[src/rtl/sfr_pkg.sv]
package sfr_pkg;

  localparam logic [7:0] CRC_POLY        = 8'h8C;
  localparam logic [7:0] HEADER_FIRST_RST  = 8'h55;
  localparam logic [7:0] HEADER_SECOND_RST = 8'hAA;
  localparam logic [7:0] MIN_LENGTH      = 8'd5;

  localparam logic [7:0] CFG_HEADER_FIRST  = 8'd0;
  localparam logic [7:0] CFG_HEADER_SECOND = 8'd1;

  localparam logic [1:0] ST_OK      = 2'd0;
  localparam logic [1:0] ST_CRC_ERR = 2'd1;
  localparam logic [1:0] ST_SHORT   = 2'd2;

  typedef struct packed {
    logic [1:0]        status;
    logic signed [15:0] speed;
    logic signed [15:0] angle;
    logic [7:0]        flag;
    logic [7:0]        length;
  } res_t;

  typedef struct packed {
    logic       valid;
    logic [7:0] index;
    logic [7:0] data;
  } cfg_t;

  // reflected crc-8, one byte
  function automatic logic [7:0] crc8_step(input logic [7:0] crc, input logic [7:0] b);
    logic [7:0] c;
    c = crc ^ b;
    for (int k = 0; k < 8; k++) begin
      if (c[0]) begin
        c = (c >> 1) ^ CRC_POLY;
      end else begin
        c = c >> 1;
      end
    end
    return c;
  endfunction

endpackage

[src/rtl/sfr_parser.sv]
module sfr_parser (
  input  logic          clk_i,
  input  logic          rst_ni,
  input  sfr_pkg::cfg_t cfg_i,
  input  logic          accept_i,
  input  logic [7:0]    rx_byte_i,
  output logic          res_valid_o,
  output sfr_pkg::res_t res_o
);
  import sfr_pkg::*;

  typedef enum logic [4:0] {
    PH_HUNT1   = 5'b00001,
    PH_HUNT2   = 5'b00010,
    PH_LEN     = 5'b00100,
    PH_PAYLOAD = 5'b01000,
    PH_CRC     = 5'b10000
  } phase_e;

  phase_e      phase_q, phase_d;
  logic [7:0]  hdr_first_q, hdr_second_q;
  logic [7:0]  index_q, index_d;
  logic [7:0]  length_q, length_d;
  logic [7:0]  crc_q, crc_d;
  logic [15:0] speed_q, speed_d;
  logic [15:0] angle_q, angle_d;
  logic [7:0]  last_q, last_d;
  logic [7:0]  crc_next;
  logic [7:0]  index_inc;
  logic [1:0]  status;

  assign crc_next  = crc8_step(crc_q, rx_byte_i);
  assign index_inc = index_q + 8'd1;

  always_ff @(posedge clk_i or negedge rst_ni) begin
    if (!rst_ni) begin
      hdr_first_q  <= HEADER_FIRST_RST;
      hdr_second_q <= HEADER_SECOND_RST;
    end else if (cfg_i.valid) begin
      if (cfg_i.index == CFG_HEADER_FIRST) begin
        hdr_first_q <= cfg_i.data;
      end else if (cfg_i.index == CFG_HEADER_SECOND) begin
        hdr_second_q <= cfg_i.data;
      end
    end
  end

  always_comb begin
    phase_d     = phase_q;
    index_d     = index_q;
    length_d    = length_q;
    crc_d       = crc_q;
    speed_d     = speed_q;
    angle_d     = angle_q;
    last_d      = last_q;
    status      = ST_OK;
    res_valid_o = 1'b0;
    res_o       = '0;
    if (length_q < MIN_LENGTH) begin
      status = ST_SHORT;
    end else if (rx_byte_i != crc_q) begin
      status = ST_CRC_ERR;
    end
    if (accept_i) begin
      unique case (phase_q)
        PH_HUNT1: begin
          if (rx_byte_i == hdr_first_q) begin
            phase_d  = PH_HUNT2;
            crc_d    = crc8_step(8'h00, hdr_first_q);
            index_d  = '0;
            length_d = '0;
            speed_d  = '0;
            angle_d  = '0;
            last_d   = '0;
          end
        end
        PH_HUNT2: begin
          if (rx_byte_i == hdr_second_q) begin
            crc_d   = crc_next;
            phase_d = PH_LEN;
          end else if (rx_byte_i == hdr_first_q) begin
            phase_d  = PH_HUNT2;
            crc_d    = crc8_step(8'h00, hdr_first_q);
            index_d  = '0;
            length_d = '0;
            speed_d  = '0;
            angle_d  = '0;
            last_d   = '0;
          end else begin
            phase_d = PH_HUNT1;
          end
        end
        PH_LEN: begin
          crc_d    = crc_next;
          length_d = rx_byte_i;
          index_d  = '0;
          phase_d  = (rx_byte_i == 8'd0) ? PH_CRC : PH_PAYLOAD;
        end
        PH_PAYLOAD: begin
          crc_d = crc_next;
          case (index_q)
            8'd0:    speed_d = {speed_q[15:8], rx_byte_i};
            8'd1:    speed_d = {rx_byte_i, speed_q[7:0]};
            8'd2:    angle_d = {angle_q[15:8], rx_byte_i};
            8'd3:    angle_d = {rx_byte_i, angle_q[7:0]};
            default: ;
          endcase
          last_d  = rx_byte_i;
          index_d = index_inc;
          if (index_inc >= length_q) begin
            phase_d = PH_CRC;
          end
        end
        PH_CRC: begin
          res_valid_o  = 1'b1;
          res_o.status = status;
          res_o.speed  = (status == ST_OK) ? speed_q : '0;
          res_o.angle  = (status == ST_OK) ? angle_q : '0;
          res_o.flag   = (status == ST_OK) ? last_q : '0;
          res_o.length = length_q;
          phase_d      = PH_HUNT1;
          index_d      = '0;
          crc_d        = '0;
        end
        default: begin
          phase_d = PH_HUNT1;
        end
      endcase
    end
  end

  always_ff @(posedge clk_i or negedge rst_ni) begin
    if (!rst_ni) begin
      phase_q  <= PH_HUNT1;
      index_q  <= '0;
      length_q <= '0;
      crc_q    <= '0;
      speed_q  <= '0;
      angle_q  <= '0;
      last_q   <= '0;
    end else begin
      phase_q  <= phase_d;
      index_q  <= index_d;
      length_q <= length_d;
      crc_q    <= crc_d;
      speed_q  <= speed_d;
      angle_q  <= angle_d;
      last_q   <= last_d;
    end
  end

  a_zero_len_to_crc: assert property (@(posedge clk_i) disable iff (!rst_ni)
    (accept_i && phase_q == PH_LEN && rx_byte_i == 8'd0) |=> phase_q == PH_CRC)
    else $error("zero length did not go to crc byte");

  a_result_resets_crc: assert property (@(posedge clk_i) disable iff (!rst_ni)
    res_valid_o |=> (phase_q == PH_HUNT1 && crc_q == 8'd0))
    else $error("result not followed by hunt");

  a_index_bounded: assert property (@(posedge clk_i) disable iff (!rst_ni)
    (phase_q == PH_PAYLOAD) |-> (index_q < length_q))
    else $error("payload index past length");

endmodule

[src/rtl/sfr_out_buf.sv]
module sfr_out_buf (
  input  logic          clk_i,
  input  logic          rst_ni,
  input  logic          push_i,
  input  sfr_pkg::res_t push_data_i,
  output logic          full_o,
  output logic          out_valid_o,
  input  logic          out_stall_i,
  output sfr_pkg::res_t out_data_o
);
  import sfr_pkg::*;

  logic out_valid_q, skid_valid_q;
  res_t out_q, skid_q;
  logic pop;

  assign pop         = out_valid_q && !out_stall_i;
  assign full_o      = skid_valid_q;
  assign out_valid_o = out_valid_q;
  assign out_data_o  = out_q;

  always_ff @(posedge clk_i or negedge rst_ni) begin
    if (!rst_ni) begin
      out_valid_q  <= 1'b0;
      skid_valid_q <= 1'b0;
    end else begin
      if (skid_valid_q) begin
        if (pop) begin
          skid_valid_q <= 1'b0;
        end
      end else if (!out_valid_q || pop) begin
        out_valid_q <= push_i;
      end else if (push_i) begin
        skid_valid_q <= 1'b1;
      end
    end
  end

  always_ff @(posedge clk_i) begin
    if (skid_valid_q) begin
      if (pop) begin
        out_q <= skid_q;
      end
    end else if (!out_valid_q || pop) begin
      if (push_i) begin
        out_q <= push_data_i;
      end
    end else if (push_i) begin
      skid_q <= push_data_i;
    end
  end

  a_skid_implies_out: assert property (@(posedge clk_i) disable iff (!rst_ni)
    skid_valid_q |-> out_valid_q)
    else $error("skid holds an item while output is empty");

  a_stalled_push_to_skid: assert property (@(posedge clk_i) disable iff (!rst_ni)
    (push_i && out_valid_q && !pop && !skid_valid_q) |=> skid_valid_q)
    else $error("item lost on stalled output");

  a_skid_drain: assert property (@(posedge clk_i) disable iff (!rst_ni)
    (skid_valid_q && pop) |=> (out_valid_q && !skid_valid_q))
    else $error("skid item not moved to output");

endmodule

[src/rtl/serial_frame_receiver_crc8.sv]
// channel   direction  handshake               payload
// cfg       in         cfg_valid_i/cfg_ready_o  cfg_index_i, cfg_data_i
// in        in         in_valid_i/in_stall_o    rx_byte_i
// out       out        out_valid_o/out_stall_i  frame_status_o, speed_value_o, angle_value_o,
//                                               control_flag_o, payload_length_o
//
// one byte per cycle unless stalled; the frame state updates in the cycle a byte is accepted
// a result is registered into the output buffer when its crc byte is accepted
// a two-entry output buffer lets input run on while one result waits;
// in_stall_o rises only when both entries hold results
// reset clears the frame state to header hunt and the headers to 0x55, 0xaa
module serial_frame_receiver_crc8 (
  input  logic               clk_i,
  input  logic               rst_ni,
  input  logic               cfg_valid_i,
  output logic               cfg_ready_o,
  input  logic [7:0]         cfg_index_i,
  input  logic [7:0]         cfg_data_i,
  input  logic               in_valid_i,
  output logic               in_stall_o,
  input  logic [7:0]         rx_byte_i,
  output logic               out_valid_o,
  input  logic               out_stall_i,
  output logic [1:0]         frame_status_o,
  output logic signed [15:0] speed_value_o,
  output logic signed [15:0] angle_value_o,
  output logic [7:0]         control_flag_o,
  output logic [7:0]         payload_length_o
);
  import sfr_pkg::*;

  cfg_t cfg;
  logic accept;
  logic res_valid;
  res_t res;
  res_t out_data;

  assign cfg_ready_o = 1'b1;
  assign cfg.valid   = cfg_valid_i;
  assign cfg.index   = cfg_index_i;
  assign cfg.data    = cfg_data_i;
  assign accept      = in_valid_i && !in_stall_o;

  sfr_parser u_parser (
    .clk_i       (clk_i),
    .rst_ni      (rst_ni),
    .cfg_i       (cfg),
    .accept_i    (accept),
    .rx_byte_i   (rx_byte_i),
    .res_valid_o (res_valid),
    .res_o       (res)
  );

  sfr_out_buf u_out_buf (
    .clk_i       (clk_i),
    .rst_ni      (rst_ni),
    .push_i      (res_valid),
    .push_data_i (res),
    .full_o      (in_stall_o),
    .out_valid_o (out_valid_o),
    .out_stall_i (out_stall_i),
    .out_data_o  (out_data)
  );

  assign frame_status_o   = out_data.status;
  assign speed_value_o    = out_data.speed;
  assign angle_value_o    = out_data.angle;
  assign control_flag_o   = out_data.flag;
  assign payload_length_o = out_data.length;

endmodule

[config.mk]
export PLATFORM = sky130hd
export DESIGN_NAME = serial_frame_receiver_crc8
export DESIGN_NICKNAME = d
export VERILOG_FILES = /design/src/rtl/sfr_pkg.sv /design/src/rtl/sfr_parser.sv /design/src/rtl/sfr_out_buf.sv /design/src/rtl/serial_frame_receiver_crc8.sv
export SDC_FILE = /design/constraint.sdc
export NUM_CORES = 1
export LEC_CHECK = 0
export BUFFER_PORTS_ARGS = -buffer_cell sky130_fd_sc_hd__buf_2
export CAP_MARGIN = 10
export CORE_MARGIN = 8
export CORE_UTILIZATION = 37
export DETAILED_ROUTE_END_ITERATION = 8
export HOLD_SLACK_MARGIN = 0.12
export PLACE_DENSITY = 0.57
export RECOVER_POWER = 25
export SETUP_SLACK_MARGIN = 0.3
export SYNTH_ARGS = -nofsm -noshare
export SYNTH_HDL_FRONTEND = slang
export SYNTH_SLANG_ARGS = --single-unit
[constraint.sdc]
create_clock -name clk_i -period 4.9 [get_ports clk_i]
set_input_delay 0.49 -clock clk_i [delete_from_list [all_inputs] [get_ports clk_i]]
set_output_delay 0.49 -clock clk_i [all_outputs]
set_load 0.02 [all_outputs]
==> metrics.csv <==
stage,metric,value,unit
global_routing,GRT overflow,0,
clock_tree,CTS H-Tree Depth,4,
worst_setup_path,Reg2Reg Depth,10,
sta,final setup fails,0,
sta,Final period util,65.61,%
yosys,Mapped Cells,632,
power_and_ir_drop,pwr dens,407.3,nW/um^2
floorplan,chip height,166.5,um
worst_setup_path,Critical Path RT,5.19,ns
clock_tree,"Clk Latency, worst-skew pair",0.44,ns
yosys,synth top area cells,"edfxtp_1 36%, dfrtp_1 23%, mux2_2 5.8%",
power_and_ir_drop,Max VDD drop,243.2,uV
worst_setup_path,Critical Path Start Type,input port,
worst_setup_path,reg-to-reg endpoint,u_parser.phase_q[4],
cells_and_area,NumNets Final,749,
floorplan,Ports,82,
cells_and_area,area delta synth->final,15.76,%
floorplan,Die Area,27730,um^2
sta,Final Skew,0.01348,ns
global_routing,vias in the first global route,5640,
global_routing,met1 Resource Use GR,17.44,%
yosys,share of the synthesized area in the top cell type,35.82,%
cells_and_area,number of diodes,0,
placement,DP Worst Slack,1.723,ns
sta,Post-Route Setup TNS,0,ns
detailed_routing,drt total wl,18.57,mm
yosys,share of async-settable or async-resettable flops after synthesis,46.52,%
yosys,Post-Synthesis Net Count,673,
yosys,Synth top cells by count,"100 x edfxtp_1, 78 x dfrtp_1, 51 x a21o_1",
detailed_routing,wire per inst,18.46,um
min_path,Hold Path Sink,u_parser.hdr_first_q[0],
yosys,syn_area_per_cell,13.26,um^2
floorplan,row count,55,
sta,Worst-Margin Slew,1.625,ns
clock_tree,clk buf depth,2,
global_routing,gr usage total,13.85,%
yosys,"EDFF count, synth",100,
min_path,hold depth,2,
worst_setup_path,worst setup path class,in2async,
sta,fmax,311.0,MHz
job,# Max-Cap Violations,1,
floorplan,Starting Density,37.37,%
detailed_routing,initial DRC count,276,
yosys,Cell variety after synth,52,
sta,final hold viol count,0,
worst_setup_path,arrival time at the worst endpoint,3.51,ns
clock_tree,clock root cell,clkbuf_16,
worst_setup_path,crit path max fanout,59,
floorplan,Die W,166.5,um
min_path,worst hold-check path type,in2reg,
clock_tree,Num CTS Buffers,17,
detailed_routing,routed vias,5171,
yosys,Post-Syn Area,8383,um^2
floorplan,core area,22430,um^2
sta,Pins Over Slew Limit,30,
cells_and_area,final instance area,9704,um^2
detailed_routing,Detailed Routing Iterations Pass 1,5,
sta,relative slew slack,-8.343,%
placement,I/O Buffers,80,
cells_and_area,number of fill cells in the layout,2085,
yosys,most instantiated library cell after synthesis,edfxtp_1,
yosys,Yosys reg bits,187,
yosys,cell taking the most area after synthesis,edfxtp_1,
power_and_ir_drop,Pwr Total,0.003953,W
global_routing,initial antenna violation count,0,
sta,min Tclk post-route,3.215,ns
sta,min setup slack post-route,1.685,ns
cells_and_area,layout cells sized above 1,23.02,%
sta,RSZ-0062 raised after global routing,false,
clock_tree,CTS tree,done,
outcome,failing checks,"capacitance limit, slew limit",
yosys,Synth Flop Type,edfxtp_1,
detailed_routing,DRT antenna net count,0,
detailed_routing,via-per-instance ratio,5.140,
placement,GPL Wtd Cong,0.8147,
placement,dpl hpwl,12.64,mm
clock_tree,"Clk pin slew, worst setup/hold paths",0.08,ns
yosys,synth warn,0,
global_routing,largest net degree at the start of global routing,88,
global_routing,global-route wire length before repair,30.64,mm
outcome,outcome,"complete, but fails checks",
power_and_ir_drop,leakage power,4.306,nW
global_routing,met2 Usage GRT,23.05,%
worst_setup_path,RR Startpoint,u_parser.index_q[0],
min_path,Hold Crit Start,cfg_data_i[0],
yosys,register area share after synthesis,61.93,%
global_routing,global route hottest layer,met2,
clock_tree,Num Clock Sinks,187,
placement,dpl cell area,9040,um^2
global_routing,GRT met3 Usage,3.191,%
clock_tree,cells resized by post-CTS repair,0,
detailed_routing,DRC,0,
worst_setup_path,Worst setup EP type,asynchronous set/reset pin,
worst_setup_path,flop2flop setup slack,1.79,ns
[what timing repair did]
action / CTS / global route
hold buffers: 0 / 1
setup endpoints to repair: 0 / 0
buffers inserted: 0 / 0
hold endpoints to repair: 0 / 19
[per-layer routing]
| metal | part of all wire (%) | vias to the layer above | wire [um] |
|---|---|---|---|
| met4 | 1.8 | 0 | 325 |
| met5 | 0 | - | 0 |
| met1 | 45 | 2570 | 8267 |
| met2 | 48 | 127 | 8889 |
| li1 | - | 2452 | - |
| met3 | 5.8 | 22 | 1086 |
[sequential cells by signal (all words and copies together) (netlist names)]
| register | flops |
|---|---|
| u_parser.index_q | 8 |
| u_parser.length_q | 8 |
| u_out_buf.out_valid_o | 1 |
| u_out_buf.out_data_o | 50 |
| u_parser.hdr_second_q | 8 |
| u_parser.angle_q | 16 |
| u_parser.hdr_first_q | 8 |
| u_out_buf.full_o | 1 |
| u_parser.speed_q | 16 |
| u_parser.phase_q | 5 |
| u_parser.crc_q | 8 |
| u_parser.last_q | 8 |
| u_out_buf.skid_q | 50 |
[cell type report]
type	instances	area (um^2)	area share, %
tap	285	356.6	3.675
multi-input combinational	401	3014	31.06
timing repair buffer	87	460.4	4.745
inverter	14	52.55	0.5415
sequential	187	5191	53.49
clock buffer	17	425.4	4.384
clock inverter	15	203.9	2.102
[worst max-delay path, cell delays in order]
cell and delay (ns):
dlygate4sd3_1 0.52, clkbuf_1 1.17, clkbuf_2 1.26
[per-stage QoR]
step / utilization, % / instances / hold WS (ns)
finish: 43.26 / 1006 / 0.2941
global route: 43.26 / 1006 / 0.2854
CTS: 43.10 / 1002 / 0.2761
detailed placement: 40.30 / 970 / 0.4739
global placement: 40.30 / 970 / 0.4678
floorplan: - / 632 / 0.1944
[power breakdown]
| group | switching [W] | total [W] | internal, W |
|---|---|---|---|
| clock | 0.000671 | 0.00145 | 0.000783 |
| sequential | 0.0000869 | 0.00185 | 0.00176 |
| combinational | 0.000342 | 0.000654 | 0.000312 |
| total | 0.00110 | 0.00395 | 0.00285 |
[kinds of logic after synthesis]
group | share of synthesized area (%)
other | 0.04473
DFF | 61.93
adders and majority gates | 1.791
AOI/OAI and AO/OA | 11.88
xor gates and xnor gates | 5.955
buffers and inverters | 2.269
muxes | 6.075
and+or+nand+nor | 10.06
[placed cells by master (no fill, tap or decap), drive strengths merged, types with 4 or more instances in the layout]
cell type	instances
nand2	30
xnor2	38
nand3	10
buf	65
nor4	6
nor2	35
a21oi	9
o22ai	7
o21ai	19
clkbuf	38
nand2b	4
nand4	4
clkinv	5
xor2	19
and2	43
and3	7
a21o	51
mux2	44
nor3b	4
a22o	28
nor3	5
ha	12
a32o	9
dfrtp	78
inv	20
edfxtp	100
dfstp	9
[worst max-delay path by stage]
stage                                   start                       to  slack [ns]  cells past startpoint
after floorplan              u_out_buf.full_o  u_out_buf.out_data_o[0]        0.62                      5
after global placement           rx_byte_i[1]  u_out_buf.out_data_o[8]        1.79                      7
after detailed placement         rx_byte_i[0]  u_out_buf.out_data_o[8]        1.72                      7
after CTS                 u_parser.index_q[0]      u_parser.phase_q[1]        1.79                     10
after global routing                   rst_ni      u_parser.index_q[3]        1.12                      3
final                                  rst_ni     u_parser.length_q[1]        1.69                      3
Note: power is estimated with default switching activity, not from simulation.
